<file path="src/hdl/dsi_dcs_write_packer_defines.svh">
// Assertion macros shared by the DCS write packer modules.
`ifndef DSI_DCS_WRITE_PACKER_DEFINES_SVH
`define DSI_DCS_WRITE_PACKER_DEFINES_SVH

// Same-cycle implication, checked on clk, disabled while rst_n is low.
`define DSIDCSWP_ASSERT_NOW(label, ante, cons) \
    label: assert property (@(posedge clk) disable iff (!rst_n) (ante) |-> (cons)) \
        else $error("dcs write packer assertion failed");

// Next-cycle implication, checked on clk, disabled while rst_n is low.
`define DSIDCSWP_ASSERT_NEXT(label, ante, cons) \
    label: assert property (@(posedge clk) disable iff (!rst_n) (ante) |=> (cons)) \
        else $error("dcs write packer assertion failed");

`endif

</file>
<file path="src/hdl/dsidcswp_pkg.sv">
// Types and constants of the DCS write packer.
`timescale 1ns / 1ps

package dsidcswp_pkg;

    localparam logic [5:0] DT_SHORT       = 6'h05;
    localparam logic [5:0] DT_SHORT_PARAM = 6'h15;
    localparam logic [5:0] DT_LONG        = 6'h39;

    localparam logic RK_WORD = 1'b0;
    localparam logic RK_SEND = 1'b1;

    localparam int QUEUE_DEPTH = 4;
    localparam int QPTR_W      = 2;
    localparam int QCNT_W      = 3;

    typedef struct packed {
        logic        word_valid;
        logic [4:0]  word_addr;
        logic [63:0] word_data;
        logic        send_valid;
        logic [5:0]  data_type;
        logic [7:0]  arg0;
        logic [7:0]  arg1;
        logic        overflow;
    } job_t;

    typedef struct packed {
        logic head_valid;
        logic full;
    } q_status_t;

endpackage

</file>
<file path="src/hdl/dsidcswp_front.sv">
// Front end: accepts command bytes, packs groups and classifies each transaction into a job.
`timescale 1ns / 1ps

module dsidcswp_front #(
    parameter int MAX_PAYLOAD = 128
) (
    input  logic               clk,
    input  logic               rst_n,
    input  logic               in_valid,
    input  logic               in_ready,
    input  logic [7:0]         data_byte,
    input  logic               is_last,
    output logic               push,
    output dsidcswp_pkg::job_t push_job
);

    localparam logic [7:0] LIMIT = 8'(MAX_PAYLOAD + 1);

    logic [63:0] group_reg, group_next;
    logic [7:0]  total_reg, total_next;
    logic [4:0]  index_reg, index_next;
    logic        dropped_reg, dropped_next;

    logic        accept;
    logic        take;
    logic [2:0]  pos;
    logic [63:0] grp_a;
    logic [7:0]  total_a;
    logic        drop_a;
    logic        full_word;
    logic        long_cmd;

    always_comb
    begin
        accept  = in_valid && in_ready;
        take    = total_reg < LIMIT;
        pos     = total_reg[2:0];
        grp_a   = group_reg;
        for (int i = 0; i < 8; i++)
        begin
            if (take && (pos == 3'(i)))
            begin
                grp_a[i*8 +: 8] = data_byte;
            end
        end
        total_a   = take ? total_reg + 8'd1 : total_reg;
        drop_a    = dropped_reg | ~take;
        full_word = take && (total_a[2:0] == 3'd0);
        long_cmd  = total_a > 8'd2;

        push_job            = '0;
        push_job.word_valid = full_word || (is_last && long_cmd && (total_a[2:0] != 3'd0));
        push_job.word_addr  = index_reg;
        push_job.word_data  = grp_a;
        push_job.send_valid = is_last;
        push_job.overflow   = drop_a;
        if (total_a <= 8'd1)
        begin
            push_job.data_type = dsidcswp_pkg::DT_SHORT;
            push_job.arg0      = grp_a[7:0];
        end
        else if (total_a == 8'd2)
        begin
            push_job.data_type = dsidcswp_pkg::DT_SHORT_PARAM;
            push_job.arg0      = grp_a[7:0];
            push_job.arg1      = grp_a[15:8];
        end
        else
        begin
            push_job.data_type = dsidcswp_pkg::DT_LONG;
            push_job.arg0      = total_a;
        end

        push = accept && (push_job.word_valid || is_last);

        group_next   = group_reg;
        total_next   = total_reg;
        index_next   = index_reg;
        dropped_next = dropped_reg;
        if (accept)
        begin
            if (is_last)
            begin
                group_next   = '0;
                total_next   = '0;
                index_next   = '0;
                dropped_next = 1'b0;
            end
            else
            begin
                group_next   = full_word ? 64'd0 : grp_a;
                total_next   = total_a;
                index_next   = full_word ? index_reg + 5'd1 : index_reg;
                dropped_next = drop_a;
            end
        end
    end

    always_ff @(posedge clk or negedge rst_n)
    begin
        if (!rst_n)
        begin
            group_reg   <= '0;
            total_reg   <= '0;
            index_reg   <= '0;
            dropped_reg <= 1'b0;
        end
        else
        begin
            group_reg   <= group_next;
            total_reg   <= total_next;
            index_reg   <= index_next;
            dropped_reg <= dropped_next;
        end
    end

endmodule

</file>
<file path="src/hdl/dsidcswp_queue.sv">
// Job queue between the front end and the result sequencer.
`timescale 1ns / 1ps
`include "dsi_dcs_write_packer_defines.svh"

module dsidcswp_queue (
    input  logic                      clk,
    input  logic                      rst_n,
    input  logic                      push,
    input  dsidcswp_pkg::job_t        push_job,
    input  logic                      pop,
    output dsidcswp_pkg::q_status_t   status,
    output dsidcswp_pkg::job_t        head_job
);

    dsidcswp_pkg::job_t entries [dsidcswp_pkg::QUEUE_DEPTH];

    logic [dsidcswp_pkg::QPTR_W-1:0] wr_ptr_reg, wr_ptr_next;
    logic [dsidcswp_pkg::QPTR_W-1:0] rd_ptr_reg, rd_ptr_next;
    logic [dsidcswp_pkg::QCNT_W-1:0] count_reg, count_next;

    function automatic logic QPTR_W_GAP(
        input logic [dsidcswp_pkg::QPTR_W-1:0] wp,
        input logic [dsidcswp_pkg::QPTR_W-1:0] rp,
        input logic [dsidcswp_pkg::QCNT_W-1:0] cnt
    );
        logic [dsidcswp_pkg::QPTR_W-1:0] gap;
        gap = wp - rp;
        return gap == cnt[dsidcswp_pkg::QPTR_W-1:0];
    endfunction

    always_comb
    begin
        status.head_valid = count_reg != '0;
        status.full       = count_reg == dsidcswp_pkg::QCNT_W'(dsidcswp_pkg::QUEUE_DEPTH);
        head_job          = entries[rd_ptr_reg];
        wr_ptr_next       = push ? wr_ptr_reg + 1'b1 : wr_ptr_reg;
        rd_ptr_next       = pop ? rd_ptr_reg + 1'b1 : rd_ptr_reg;
        count_next        = count_reg;
        if (push && !pop)
        begin
            count_next = count_reg + 1'b1;
        end
        else if (pop && !push)
        begin
            count_next = count_reg - 1'b1;
        end
    end

    always_ff @(posedge clk)
    begin
        if (push)
        begin
            entries[wr_ptr_reg] <= push_job;
        end
    end

    always_ff @(posedge clk or negedge rst_n)
    begin
        if (!rst_n)
        begin
            wr_ptr_reg <= '0;
            rd_ptr_reg <= '0;
            count_reg  <= '0;
        end
        else
        begin
            wr_ptr_reg <= wr_ptr_next;
            rd_ptr_reg <= rd_ptr_next;
            count_reg  <= count_next;
        end
    end

    `DSIDCSWP_ASSERT_NOW(a_no_pop_empty, pop, status.head_valid)
    `DSIDCSWP_ASSERT_NOW(a_no_push_full, push, !status.full)
    `DSIDCSWP_ASSERT_NOW(a_ptr_gap, 1'b1, (QPTR_W_GAP(wr_ptr_reg, rd_ptr_reg, count_reg)))

endmodule

</file>
<file path="src/hdl/dsidcswp_back.sv">
// Result sequencer: drains jobs into word writes and send commands through an output register.
`timescale 1ns / 1ps
`include "dsi_dcs_write_packer_defines.svh"

module dsidcswp_back (
    input  logic                      clk,
    input  logic                      rst_n,
    input  dsidcswp_pkg::q_status_t   status,
    input  dsidcswp_pkg::job_t        head_job,
    output logic                      pop,
    output logic                      out_valid,
    input  logic                      out_ready,
    output logic                      result_kind,
    output logic [4:0]                mem_addr,
    output logic [31:0]               word_low,
    output logic [31:0]               word_high,
    output logic [5:0]                data_type,
    output logic [7:0]                send_arg0,
    output logic [7:0]                send_arg1,
    output logic                      overflow,
    output logic                      run_last
);

    logic        out_valid_reg, out_valid_next;
    logic        phase_reg, phase_next;
    logic        kind_reg, kind_next;
    logic [4:0]  addr_reg, addr_next;
    logic [63:0] data_reg, data_next;
    logic [5:0]  dtype_reg, dtype_next;
    logic [7:0]  arg0_reg, arg0_next;
    logic [7:0]  arg1_reg, arg1_next;
    logic        ovf_reg, ovf_next;
    logic        last_reg, last_next;
    logic        load;

    always_comb
    begin
        load           = !out_valid_reg || out_ready;
        pop            = 1'b0;
        out_valid_next = out_valid_reg;
        phase_next     = phase_reg;
        kind_next      = kind_reg;
        addr_next      = addr_reg;
        data_next      = data_reg;
        dtype_next     = dtype_reg;
        arg0_next      = arg0_reg;
        arg1_next      = arg1_reg;
        ovf_next       = ovf_reg;
        last_next      = last_reg;
        if (load)
        begin
            out_valid_next = status.head_valid;
            if (status.head_valid)
            begin
                if (head_job.word_valid && !phase_reg)
                begin
                    kind_next  = dsidcswp_pkg::RK_WORD;
                    addr_next  = head_job.word_addr;
                    data_next  = head_job.word_data;
                    dtype_next = '0;
                    arg0_next  = '0;
                    arg1_next  = '0;
                    ovf_next   = 1'b0;
                    last_next  = !head_job.send_valid;
                    phase_next = head_job.send_valid;
                    pop        = !head_job.send_valid;
                end
                else
                begin
                    kind_next  = dsidcswp_pkg::RK_SEND;
                    addr_next  = '0;
                    data_next  = '0;
                    dtype_next = head_job.data_type;
                    arg0_next  = head_job.arg0;
                    arg1_next  = head_job.arg1;
                    ovf_next   = head_job.overflow;
                    last_next  = 1'b1;
                    phase_next = 1'b0;
                    pop        = 1'b1;
                end
            end
        end
    end

    always_ff @(posedge clk or negedge rst_n)
    begin
        if (!rst_n)
        begin
            out_valid_reg <= 1'b0;
            phase_reg     <= 1'b0;
        end
        else
        begin
            out_valid_reg <= out_valid_next;
            phase_reg     <= phase_next;
        end
    end

    always_ff @(posedge clk)
    begin
        kind_reg  <= kind_next;
        addr_reg  <= addr_next;
        data_reg  <= data_next;
        dtype_reg <= dtype_next;
        arg0_reg  <= arg0_next;
        arg1_reg  <= arg1_next;
        ovf_reg   <= ovf_next;
        last_reg  <= last_next;
    end

    assign out_valid   = out_valid_reg;
    assign result_kind = kind_reg;
    assign mem_addr    = addr_reg;
    assign word_low    = data_reg[31:0];
    assign word_high   = data_reg[63:32];
    assign data_type   = dtype_reg;
    assign send_arg0   = arg0_reg;
    assign send_arg1   = arg1_reg;
    assign overflow    = ovf_reg;
    assign run_last    = last_reg;

    `DSIDCSWP_ASSERT_NOW(a_phase_has_job, phase_reg,
        status.head_valid && head_job.word_valid && head_job.send_valid)
    `DSIDCSWP_ASSERT_NOW(a_send_is_last, out_valid_reg && (kind_reg == dsidcswp_pkg::RK_SEND), last_reg)
    `DSIDCSWP_ASSERT_NEXT(a_word_then_send, pop && phase_reg,
        out_valid_reg && (kind_reg == dsidcswp_pkg::RK_SEND))

endmodule

</file>
<file path="src/hdl/dsi_dcs_write_packer.sv">
// Top level of the DCS write packer.
`timescale 1ns / 1ps

// Usage:
// The input channel (in_valid/in_ready) carries one DCS command byte per
// transaction: the command byte first, then its parameters, is_last set on the
// final byte. The output channel (out_valid/out_ready) carries one result per
// transaction: a command memory word write (result_kind 0) or a send packet
// command (result_kind 1), with run_last set on the final result of a byte.
// Throughput: one byte per cycle while in_ready is high. A byte that yields results
// shows its first result from the output register after its job has passed through the
// queue; a second result (partial word then long write) follows once the first is taken.
// The front end and the output sequencer are joined by a four-entry job queue;
// in_ready drops only when that queue is full, so a stalled receiver backs up
// the input after four pending jobs plus the result held at the output.
// Bytes past MAX_PAYLOAD+1 in one command are dropped and flagged in the send.
// Reset empties the queue, drops any held result and clears the packing state;
// no clearing pass follows, the block accepts bytes as soon as reset is released.
module dsi_dcs_write_packer #(
    parameter int MAX_PAYLOAD = 128
) (
    input  logic        clk,
    input  logic        rst_n,
    input  logic        in_valid,
    output logic        in_ready,
    input  logic [7:0]  data_byte,
    input  logic        is_last,
    output logic        out_valid,
    input  logic        out_ready,
    output logic        result_kind,
    output logic [4:0]  mem_addr,
    output logic [31:0] word_low,
    output logic [31:0] word_high,
    output logic [5:0]  data_type,
    output logic [7:0]  send_arg0,
    output logic [7:0]  send_arg1,
    output logic        overflow,
    output logic        run_last
);

    logic                      push;
    logic                      pop;
    dsidcswp_pkg::job_t        push_job;
    dsidcswp_pkg::job_t        head_job;
    dsidcswp_pkg::q_status_t   status;

    assign in_ready = !status.full;

    dsidcswp_front #(
        .MAX_PAYLOAD (MAX_PAYLOAD)
    ) u_front (
        .clk       (clk),
        .rst_n     (rst_n),
        .in_valid  (in_valid),
        .in_ready  (in_ready),
        .data_byte (data_byte),
        .is_last   (is_last),
        .push      (push),
        .push_job  (push_job)
    );

    dsidcswp_queue u_queue (
        .clk      (clk),
        .rst_n    (rst_n),
        .push     (push),
        .push_job (push_job),
        .pop      (pop),
        .status   (status),
        .head_job (head_job)
    );

    dsidcswp_back u_back (
        .clk         (clk),
        .rst_n       (rst_n),
        .status      (status),
        .head_job    (head_job),
        .pop         (pop),
        .out_valid   (out_valid),
        .out_ready   (out_ready),
        .result_kind (result_kind),
        .mem_addr    (mem_addr),
        .word_low    (word_low),
        .word_high   (word_high),
        .data_type   (data_type),
        .send_arg0   (send_arg0),
        .send_arg1   (send_arg1),
        .overflow    (overflow),
        .run_last    (run_last)
    );

endmodule

</file>
<file path="config.mk">
export PLATFORM = sky130hd
export DESIGN_NAME = dsi_dcs_write_packer
export DESIGN_NICKNAME = d
export VERILOG_FILES = /design/src/hdl/dsidcswp_pkg.sv /design/src/hdl/dsidcswp_front.sv /design/src/hdl/dsidcswp_queue.sv /design/src/hdl/dsidcswp_back.sv /design/src/hdl/dsi_dcs_write_packer.sv
export VERILOG_INCLUDE_DIRS = /design/src /design/src/hdl
export SDC_FILE = /design/constraint.sdc
export NUM_CORES = 1
export LEC_CHECK = 0
export BUFFER_PORTS_ARGS = -buffer_cell sky130_fd_sc_hd__buf_4
export CORE_ASPECT_RATIO = 1.25
export CORE_MARGIN = 2
export CORE_UTILIZATION = 60
export CTS_BUF_LIST = sky130_fd_sc_hd__clkbuf_2
export CTS_CLUSTER_SIZE = 25
export DETAILED_ROUTE_END_ITERATION = 8
export PLACE_DENSITY_LB_ADDON = 0.08
export SYNTH_ARGS = -nofsm -noshare
export SYNTH_HDL_FRONTEND = slang
export SYNTH_SLANG_ARGS = --single-unit
</file>
<file path="constraint.sdc">
create_clock -name clk -period 10.79 [get_ports clk]
set_input_delay 2.158 -clock clk [delete_from_list [all_inputs] [get_ports clk]]
set_output_delay 2.158 -clock clk [all_outputs]
set_load 0.01 [all_outputs]
</file>
==> results of run 1 <==
-- cell families (layout without fill, tap and decap cells) --
kind of cell / after synthesis / in the layout
xor+xnor: 12 / 12
simple gates: 188 / 188
buf+inv: 78 / 360
fa+ha+maj: 14 / 14
compound gates: 121 / 121
other cells: 1 / 2
mux: 158 / 158
flops: 543 / 543
-- worst min-delay path: stages (launching register included) --
cell,delay [ns]
dfrtp_1,0.36
nand2_1,0.05
o31ai_1,0.05
-- path summary, 6_finish.rpt --
check,to,cells past startpoint,slack [ns]
max,in_ready,2,6.46
min,u_front.group_reg[7],2,0.49
max reg2reg,u_queue.entries[2][3],7,6.61
min reg2reg,u_front.group_reg[7],2,0.49
max in group asynchronous,u_front.total_reg[5],2,8.53
min in group asynchronous,u_queue.rd_ptr_reg[1],1,0.96
-- cell type report --
| type | count | area, um2 |
|---|---|---|
| clock inverter | 50 | 232.7 |
| multi-input combinational | 494 | 5189 |
| sequential | 543 | 15880 |
| clock buffer | 172 | 860.8 |
| fill | 2553 | 11530 |
| inverter | 18 | 72.57 |
| tap | 474 | 593.1 |
| antenna | 1 | 2.502 |
| timing repair buffer | 120 | 900.9 |
-- cell usage in the layout, fill, tap and decap left out, types with 21 or more instances in the layout --
cell type	instances
nand2_1	31
clkbuf_2	172
dfrtp_1	85
mux2_2	57
clkinv_1	36
and2_1	21
edfxtp_1	456
nor2b_1	77
mux4_2	91
a32o_1	40
buf_4	120
-- power by group --
part / total, uW / leakage (uW) / internal, uW / switching, uW
logic: 1940 / 0.00247 / 871 / 1070
clock network: 1220 / 0.000832 / 457 / 758
registers: 3160 / 0.00549 / 2950 / 211
-- per-stage QoR --
step | setup WS [ns] | instances | total power (uW) | cell area, um2 | hold WS, ns
finish | 6.464 | 1872 | 6317 | 23730 | 0.4935
global route | 6.334 | 1872 | 6689 | 23730 | 0.5114
CTS | 6.333 | 1871 | 6417 | 23730 | 0.4951
detailed placement | 5.722 | 1649 | 5194 | 22630 | 0.4709
global placement | 5.788 | 1649 | 5144 | 22630 | 0.4587
floorplan | 2.181 | 1115 | 4507 | 21380 | 0.4483
-- routing by layer --
| metal | vias up | track usage |
|---|---|---|
| li1 | 4887 | - |
| met1 | 5611 | 0.2945 |
| met2 | 298 | 0.3752 |
| met3 | 48 | 0.03910 |
| met4 | 0 | 0.08898 |
| met5 | - | 0 |
==> metrics list, run 1 <==
- Measured along the x axis, the die boundary spans about 170 um.
- CP delay by family, top: simple AND/OR/NAND/NOR gates
- Net count of the mapped netlist: 1142
* Share of flip-flops with an asynchronous set or reset after synthesis: 0.1602
* Area Overhead vs Synth: 11.00%
- Final worst clock skew: between 0.07 and 0.08 ns
* Area of the core: 35260 um2
- The tool flagged a number of max-cap violations equal to 0.
* Final period util: 0.4009
- Dividing the detail-routed via count by the number of cells gives roughly 5.8.
- Remaining antenna violation count: 0
- Seq/Total Area, Yosys: 0.7424
- The slowest stage of the critical path belongs to the cell or3b_2.
* Post-synthesis instance total: between 1000 and 1500
- Xor and xnor area share after synthesis: 0.004917
* Maximum number of pins on one net before global-route repair: 79
* Max Clock Freq: around 230 MHz
- The most critical setup path has its startpoint at u_queue.count_reg[1].
* Data required time at the worst endpoint: ~8.6 ns
- In this run, the number of DRC markers left after iteration 0 of detailed routing was between 900 and 1000.
- Buf/Inv on CP: 1
- Share of Yosys cell area claimed by the top area cell type: 0.6406
- Wire length of the first global-routing pass: about 63000 um
- Total count of hold-check failures in the final report: 0
- First-pass iteration count of the detailed router: 5
- Of the total synthesized cell area, the portion taken by AND, OR, NAND and NOR gates is 0.04975.
- Ranking of synthesized cells by area: edfxtp_1 64%, dfrtp_1 10%, mux4_2 9.6%, mux2_2 3.0%, nor2b_1 2.3%
- Summed over all instances, the cell type with the most area after synthesis is edfxtp_1.
* Clock latency of the later-clocked register in the worst-skew pair: around 1.1 ns
- The total overflow left after global routing is 0.
- Total leakage power: ~0.0088 uW
- WL per Instance: 21.40 um
- Peak ir drop on the vdd network: 0.1371 mV
- The flow ran to the end, and the final reports show no timing, DRC or antenna violations.
- Worst hold path startpoint: u_front.group_reg[7]
* Largest stage delay on the critical path: about 0.54 ns
* Yosys Warn Count: 0
- Via count: approximately 11000
- In this run, post-CTS hold repair placed 0 buffers.
- For this run, design rule violations remaining after detail routing come to 0.
- Setup violations remaining at the end of the flow were counted as 0.
- Weighted congestion at the end of routability-driven global placement: approximately 0.82
* Die H: about 220 um
* GR Util All Layers: 0.2234
- Effective utilization at floorplan: 0.6062
- Portion of netlist area occupied by mux cells: 0.1306
- Flip-flop and latch count after synthesis: approximately 540
- Top layer in use: met4
- For this run, the post-layout net count is 1322.
- CTS buffer count: between 100 and 150
* Type of origin of the critical path: flip-flop
- The floorplan has 77 rows.
- Worst reg2reg path startpoint: u_front.total_reg[0]
- A synthesized cell averages roughly 19 um2.
- Adder-Cell Fraction of Synth Area: 0.008546
* Slew @ Worst Pin: about 1.1 ns
- The initial antenna violation count came to 1.
* Netlist area before placement: 21380 um2
- Setup repair after global routing left no endpoint under its margin.
- The min-delay analysis places its worst path in the category reg -> reg.
* Proportion of layout cells with a drive suffix above 1: 0.3414
- Final total negative setup slack: 0 ns
- Num ports: approximately 110
- For this block, the routed nets add up to roughly 40000 um of wire.
- Clock period minus final worst setup slack: about 4.3 ns
- By instance count, the leading cell after synthesis is edfxtp_1.
* Critical path class: reg -> out
- Power density over the cells: ~270 nW/um2
* Final standard cell utilization of the core: 0.6729
- Quantity of gates resized following cts: 0
* TritonCTS clock tree: built
- The synthesized-area fraction occupied by ao, oa, aoi and oai cells was 0.04764.
- Commonest register cell after synthesis: edfxtp_1
* Total count of max-transition violations in the final report: 0
- The die covers about 37000 um2.
- Top cells by instance count after synthesis: 456 x edfxtp_1, 91 x mux4_2, 87 x dfrtp_1, 77 x nor2b_1, 57 x mux2_2
* HPWL Detailed: 23520 um
- The H-tree generated during clock tree synthesis spans 3 levels.
- For this block, wires on met1 add up to ~17000 um.
* Main combinational cell family by area after synthesis: multiplexers
- At the worst endpoint, the arrival time is 2.17 ns.
- The clock net in this run drives a total of around 540 sinks.
* Critical path capture point type: primary output
* Number of different library cells in the post-synthesis netlist: slightly above 60
- Measured against its own limit, the worst slew margin works out to 0.2919.
- Max reg flops: around 360
- After clock tree synthesis, the clock-pin slew on the worst setup and hold paths is 0.10 ns.
* Total of buffers placed on input and output ports: about 110
- The root buffer cell chosen for the clock tree is clkbuf_2.
- Number of enable flip-flop cells after synthesis: ~460
* Maximum fanout along the worst path: 4
* Post-CTS setup buffers: 0
- The longest clock path from root to sink contains 3 buffers.
- The number of global-route vias before repair came to approximately 11000.
- Met2 wire length: 20900 um
- The critical path goes through or3b_2, buf_4.
- Detailed routing placed a total of around 1800 um of wire on met3.
Power figures use the tool's default switching activity.
==> run 2: changes to the inputs <==
--- a/config.mk
+++ b/config.mk
@@ -6,6 +6,7 @@
 export SDC_FILE = /design/constraint.sdc
 export NUM_CORES = 1
 export LEC_CHECK = 0
+export ABC_AREA = 1
 export BUFFER_PORTS_ARGS = -buffer_cell sky130_fd_sc_hd__buf_4
 export CORE_ASPECT_RATIO = 1.25
 export CORE_MARGIN = 2
==> constraint.sdc (replaced) <==
create_clock -name clk -period 4.19 [get_ports clk]
set_input_delay 0.838 -clock clk [delete_from_list [all_inputs] [get_ports clk]]
set_output_delay 0.838 -clock clk [all_outputs]
set_load 0.01 [all_outputs]
==> metrics list, run 2 <==
- The flow ran to the end, and the final reports show no timing, DRC or antenna violations.
- For this configuration, the core starts out at a cell density of 0.6088.
* Area of all sequential standard cells: 15880 um2
* Most used cells in the layout excluding fill and tap cells: 456 x edfxtp_1, 345 x nor2_1, 262 x nand2_1
- Among all flip-flop cells after synthesis, the most frequent one is edfxtp_1.
- Num ports: 109
- By area the synthesized netlist is led by edfxtp_1 63%, dfrtp_1 10%, nor2_1 6.1%, o21ai_0 5.3%, nand2_1 4.6%.
- Total instance count after detailed placement: about 2300
- Of the total power, combinational logic draws 0.336.
- Total count of hold-check failures in the final report: 0
- STA puts the critical path data required time at a little over 5 ns.
- The synthesized design contains 456 enable-type register cells.
* Wire length of the first global-routing pass: approximately 74000 um
- Setup-violating endpoint count in the final report: 0
- Of the post-synthesis cell area, the dominant cell type holds 0.6344.
- Post-route DRC violation count: 0
* TritonCTS clock tree: built
- Final global-route overflow total: 0
- Final total negative setup slack: 0 ns
* P_int: 10850 uW
* Post-synthesis instance total: about 1800
* Layout net count: ~2000
- The number of global-route vias before repair was roughly 14000.
- Clock period minus final worst setup slack: ~3.4 ns
- Antenna violations before repair: 1
* Maximum fanout along the worst path: 11
* Dominant cell by count in the synthesized netlist: edfxtp_1
* Net count of the mapped netlist: roughly 1800
* Number of different library cells in the post-synthesis netlist: 37
- The number of cells on the worst reg-to-reg path is 18.
- Summed over all layers, the routed wires come to 47350 um.
- For this run, the total global-route usage over all layers was measured as 0.2574.
- Once detailed placement completed, the half-perimeter wirelength came to about 26000 um.
- Remaining antenna violation count: 0
- From bottom edge to top edge, the die measures roughly 220 um.
- For this run, the number of Yosys warnings is 0.
- The number of max-slew violations in the final report was 0.
- Top cells by instance count after synthesis: 456 x edfxtp_1, 351 x nor2_1, 263 x nand2_1, 228 x o21ai_0, 87 x dfrtp_1
* Type of origin of the critical path: flip-flop
* Number of buffers on the longest clock path: 3
* Critical path class: reg -> reg
- Once the clock tree was built, the setup fixing pass inserted 0 buffers.
* Net Sw Power: 6507 uW
- The filler cells instantiated in the layout total 2695.
- CTS built an H-tree with a depth of 4.
* Hold path cells: 1
- Avg Synthesized Cell Area: roughly 12 um2
* Max Clock Freq: slightly below 300 MHz
- In the final layout, the multi-input gates occupy roughly 5000 um2.
- Clock Power Share: 0.186
- After detailed routing, the average wire length per cell comes to approximately 19 um.
* Post-route standard cell area excluding fillers: 23990 um2
- Summing internal, switching and leakage power gives ~17000 uW.
- Via count: roughly 14000
* Final period util: 0.8051
- Total of buffers placed on input and output ports: 107
- Proportion of layout cells with a drive suffix above 1: 0.1794
- Most frequent standard cell in the layout excluding fill and tap cells: edfxtp_1
- Final worst clock skew: 0.08679 ns
- In the post-route analysis, the smallest setup slack over all paths is roughly 0.82 ns.
* Max reg flops: 364
- After the flow finishes, the layout carries non-filler instances totaling between 2000 and 3000.
- Proportion of total power due to net switching: 0.3750
* Root buffer cell: clkbuf_2
- Critical Path Start: u_front.total_reg[0]
- For this run, the register share of the synthesized area comes to 0.7353.
- Total leakage power: 0.009551 uW
* Setup WS pre-CTS: 0.8719 ns
- Critical path capture point type: flip-flop
* Placed inst area: 22840 um2
- Measured against its own limit, the worst slew margin works out to 0.3045.
- Worst hold path startpoint: is_last
- Slew @ Worst Pin: 1.043 ns
* Worst reg2reg path startpoint: u_front.total_reg[0]
* Die outline area: between 30000 and 40000 um2
* Peak ir drop on the vdd network: roughly 0.43 mV
* Clock slew at the register clock pins of the worst setup and hold paths: between 0.1 and 0.15 ns
* Weighted congestion at the end of routability-driven global placement: approximately 0.83
* Maximum number of pins on one net before global-route repair: around 150
- First-pass iteration count of the detailed router: 5
* Hold WC Path Type: in -> reg
- Arrival time at the worst endpoint: ~4.3 ns
- Part of the total power dissipated in sequential elements: 0.478
- Area Overhead vs Synth: 11.16%
* Power density over the cells: between 700 and 800 nW/um2
- Cell taking the most area after synthesis: edfxtp_1
* Detailed Route Iter0 Violations: around 1300
* Area of the core: 35450 um2
- Max-capacitance violation count: 0
- Clock latency of the later-clocked register in the worst-skew pair: 1.06 ns
* Setup repair after global routing missed its margin: false
* Clock net sink count: 543
- CTS buffer count: ~130
* Flip-flop and latch count after synthesis: between 500 and 600
- Routed via count divided by cell count: around 5.6
- Width of the die: 173.6 um
- Netlist area before placement: roughly 22000 um2
* Core Rows: 77
* Share of flip-flops with an asynchronous set or reset after synthesis: 0.1602
-- run 2: kinds of logic (layout without fill, tap and decap cells) --
| logic type | after synthesis | in the layout | synth area share |
|---|---|---|---|
| xor gates and xnor gates | 6 | 6 | 0.002435 |
| muxes | 1 | 1 | 0.0005217 |
| other | 1 | 2 | 0.0001737 |
| adders and majority gates | 14 | 14 | 0.008463 |
| AOI/OAI and AO/OA | 363 | 363 | 0.08701 |
| buffers and inverters | 177 | 442 | 0.03391 |
| and+or+nand+nor | 709 | 709 | 0.1322 |
| DFF | 543 | 543 | 0.7353 |
-- run 2: critical path, cell delays in order (launching register included) --
cell,delay (ns)
dfrtp_1,0.45
inv_1,0.17
ha_1,0.17
inv_1,0.04
nor2_1,0.11
nand3_2,0.14
nand2_2,0.25
nand2_1,0.08
nand2_1,0.15
inv_2,0.09
nor2_8,0.11
nand3_4,0.11
nand2_2,0.19
ha_1,0.18
inv_1,0.08
fa_1,0.45
a21oi_1,0.17
o21ai_0,0.13
xnor2_1,0.14
-- run 2: power groups by stage --
stage | sequential (uW) | combinational [uW] | clock (uW)
after detailed placement | 8410 | 5850 | 0
after global placement | 8370 | 5740 | 0
final | 8290 | 5830 | 3230
after CTS | 8290 | 5880 | 3320
after floorplan | 8510 | 3530 | 0
after global routing | 8400 | 6450 | 3600
-- run 2: final cells by class --
class                   instances  share of cell area
flip-flops and latches        543              0.6616
multi-input cells            1094              0.2096
repair buffers                132             0.04464
clock buffers                 201             0.04192
well taps                     474             0.02472
inverters                      76             0.01199
clock inverters                33            0.005371
diodes                          1           0.0001043
-- run 2: per-layer routing --
metal  up-vias  GRT usage  routed length (um)
li1       6732          -                   -
met1      6875     0.3111               18470
met2       503     0.4485               24400
met3       109    0.04404                2870
met4         0     0.1314                1615
met5         -          0                   0
-- run 2: metrics by stage --
stage / hold slack, ns / utilization
finish: 0.1300 / 0.6768
detailed placement: 0.4657 / 0.6441
global placement: 0.4619 / 0.6441
global route: 0.03291 / 0.6768
CTS: 0.01270 / 0.6767
floorplan: 0.4494 / -
-- run 2: what timing repair did --
item / 4_1_cts / 5_1_grt
hold buffers: 2 / 0
hold endpoints to repair: 34 / 0
resized for setup: 0 / 0
-- run 2: worst paths after layout --
| check | end | slack, ns |
|---|---|---|
| worst max-delay path | u_queue.count_reg[2] | 0.82 |
| worst min-delay path | u_queue.entries[2][23] | 0.13 |
| worst max register to register | u_queue.count_reg[2] | 0.82 |
| worst min register to register | u_front.group_reg[55] | 0.48 |
| max in group asynchronous | u_front.group_reg[3] | 3.01 |
| min in group asynchronous | u_queue.count_reg[0] | 0.35 |
==> run 3: changes to the inputs <==
--- a/config.mk
+++ b/config.mk
@@ -6,11 +6,11 @@
 export SDC_FILE = /design/constraint.sdc
 export NUM_CORES = 1
 export LEC_CHECK = 0
-export ABC_AREA = 1
+export ABC_AREA = 0
 export BUFFER_PORTS_ARGS = -buffer_cell sky130_fd_sc_hd__buf_4
 export CORE_ASPECT_RATIO = 1.25
 export CORE_MARGIN = 2
-export CORE_UTILIZATION = 60
+export CORE_UTILIZATION = 57
 export CTS_BUF_LIST = sky130_fd_sc_hd__clkbuf_2
 export CTS_CLUSTER_SIZE = 25
 export DETAILED_ROUTE_END_ITERATION = 8
==> constraint.sdc (replaced) <==
create_clock -name clk -period 2.85 [get_ports clk]
set_input_delay 0.57 -clock clk [delete_from_list [all_inputs] [get_ports clk]]
set_output_delay 0.57 -clock clk [all_outputs]
set_load 0.01 [all_outputs]
==> metrics list, run 3 (same netlist as run 1, synthesis figures left out) <==
- The flow ran to the end, and the final reports show no timing, DRC or antenna violations.
* Clock period minus final worst setup slack: approximately 2.7 ns
* Remaining antenna violation count: 0
- The analysis attributes to cell leakage a power of 0.009134 uW.
- The critical path is of the reg -> reg type.
- After routing the design area is approximately 24000 um2.
- Entering global routing, the biggest net connects 95 pins.
* Root buffer cell: clkbuf_2
* Clock latency of the later-clocked register in the worst-skew pair: roughly 1.1 ns
* Max-capacitance violation count: 0
- In the global route stage, overall resource usage came out at 0.2223.
* Largest stage delay on the critical path: ~0.5 ns
- Placed inst area: between 20000 and 25000 um2
* HPWL Detailed: ~24000 um
- Width of the die: around 180 um
- Among all stages on the critical path, the largest delay is contributed by dfrtp_2.
- The congestion estimate from routability-driven global placement came to between 0.8 and 0.9.
- VDD sags by at most roughly 0.68 mV.
- The worst register-to-register path ends at u_queue.count_reg[2].
- In the final design database the tool counted ~1400 nets.
- Total count of max-transition violations in the final report: 0
- Num ports: 109
- Total count of hold-check failures in the final report: 0
- Clock net sink count: 543
* Total instance count after detailed placement: approximately 1700
- For the pin with the worst max-slew slack, the measured transition is roughly 0.96 ns.
- The first TritonRoute pass finished after 5 iterations.
- Between clock sinks in the finished design, the worst skew comes to slightly above 0.07 ns.
- After detailed routing, the average wire length per cell comes to 21.43 um.
- Hold path cells: 3
- Routed via count divided by cell count: around 5.7
- Data on the critical path is required at its endpoint by ~3.8 ns.
- Leaving out fill and tap cells, the most frequent cell in the layout is edfxtp_1.
* CTS buffer count: 130
- TritonCTS clock tree: built
- Wire length of the first global-routing pass: 64450 um
* Post-layout total power: between 20000 and 25000 uW
- After clock tree synthesis, the clock-pin slew on the worst setup and hold paths is 0.11 ns.
- The initial antenna violation count was 1.
- For this run, the share of the core covered by cells in the final layout is 0.6582.
* Final period util: 0.9638
* Setup-violating endpoint count in the final report: 0
- Summing over every cut layer, the via total after detailed routing is ~11000.
* Area Overhead vs Synth: 14.12%
- STA classifies the critical path startpoint as a flip-flop.
* Maximum fanout along the worst path: 10
- For the worst setup path, the data arrival time is approximately 3.7 ns.
- Measured along the y axis, the die boundary spans 220.5 um.
- STA classifies the critical path endpoint as a flip-flop.
- Proportion of layout cells with a drive suffix above 1: 0.3719
- Final total negative setup slack: 0 ns
* Area of the core: between 30000 and 40000 um2
- Worst reg2reg path startpoint: u_front.total_reg[0]
* Final WL: 41380 um
* Detailed Route Iter0 Violations: 700
* Most used cells in the layout excluding fill and tap cells: 456 x edfxtp_1, 208 x clkbuf_2, 128 x buf_4
- Input and output buffers added on the ports amount to 107.
- Die outline area: slightly below 40000 um2
- The initial utilization of the core area, before any placement, comes to 0.5767.
- The most critical setup path has its startpoint at u_front.total_reg[0].
* Number of cells on the worst reg-to-reg path: 11
- Setup slack on the worst reg-to-reg path comes out at roughly 0.10 ns.
- Hold WC Path Type: in -> reg
- The floorplan has 79 rows.
- The H-tree generated during clock tree synthesis spans 4 levels.
- Post-route DRC violation count: 0
- In this run the power density over the cells is between 1000 and 1500 nW/um2.
- Non-filler instance count after layout: approximately 1900
- Counting along the longest clock path gives a buffer depth of 3.
- Walking the worst path, the cells encountered are ha_2, ha_4, and3b_1, o211ai_1, nor2_2, ha_2, inv_2, fa_1, xor2_1, nor2_1, xor2_1.
- Measured against its own limit, the worst slew margin works out to 0.3607.
- Max Clock Freq: ~360 MHz
- Number of global-route vias before repair: 11570
- Last element of the critical path: u_queue.count_reg[2]
- Max reg flops: between 300 and 400
- Final global-route overflow total: 0
run 3: cell count changes in the layout (fill, tap and decap cells not counted), moves of 69 or more:
cell / change
o21ai_0: -217
nand3_1: -69
nor2_1: -327
nand2_1: -231
a21oi_1: -70
mux4_2: +91
nor2b_1: +77
run 3: how the worst min path moves through the flow:
stage | from | end | slack, ns
floorplan | rst_n | u_back.out_valid | 0.27
global placement | u_front.group_reg[6] | u_front.group_reg[6] | 0.46
detailed placement | u_front.group_reg[2] | u_front.group_reg[2] | 0.47
CTS | out_ready | u_back.out_valid | 0.22
global route | out_ready | u_back.out_valid | 0.29
finish | out_ready | u_back.out_valid | 0.36
run 3: critical path: cells and delay by family, from the launching register on:
family	cells	cell delay (ns)
flops	1	0.49
simple gates	3	0.48
buf+inv	1	0.04
xor+xnor	2	0.35
compound gates	1	0.15
fa+ha+maj	4	1.13
run 3: area by class of cell:
class | count | area [um2]
repair buffers | 157 | 1411
clock buffers | 208 | 1041
well taps | 486 | 608.1
flip-flops and latches | 543 | 15880
fillers | 2615 | 12670
multi-input cells | 494 | 5225
clock inverters | 24 | 142.6
inverters | 18 | 85.08
diodes | 1 | 2.502
run 3: routing by layer:
layer,track usage,share of wire
met5,0,0
met2,0.3687,0.51
met1,0.2830,0.42
met3,0.05120,0.047
met4,0.09862,0.025
run 3: report_power, final:
| part | switching [uW] | total, uW | internal, uW |
|---|---|---|---|
| registers | 566 | 11700 | 11200 |
| clock network | 2870 | 4960 | 2080 |
| logic | 4400 | 8040 | 3640 |
run 3: what timing repair did:
action	in CTS	in global routing
hold buffers	14	0
buffers inserted	0	1
gates cloned	0	0
setup endpoints to repair	1	8
gates resized for setup	1	3
pin swaps	0	1
endpoints found under the hold margin	194	0
run 3: metrics by stage:
step | worst slack [ns] | hold slack (ns)
final | 0.1032 | 0.3571
after detailed placement | 0.09532 | 0.4665
after global routing | -0.007983 | 0.2910
after CTS | 0.05312 | 0.2203
after global placement | 0.1994 | 0.4592
after floorplan | -0.7708 | 0.2744
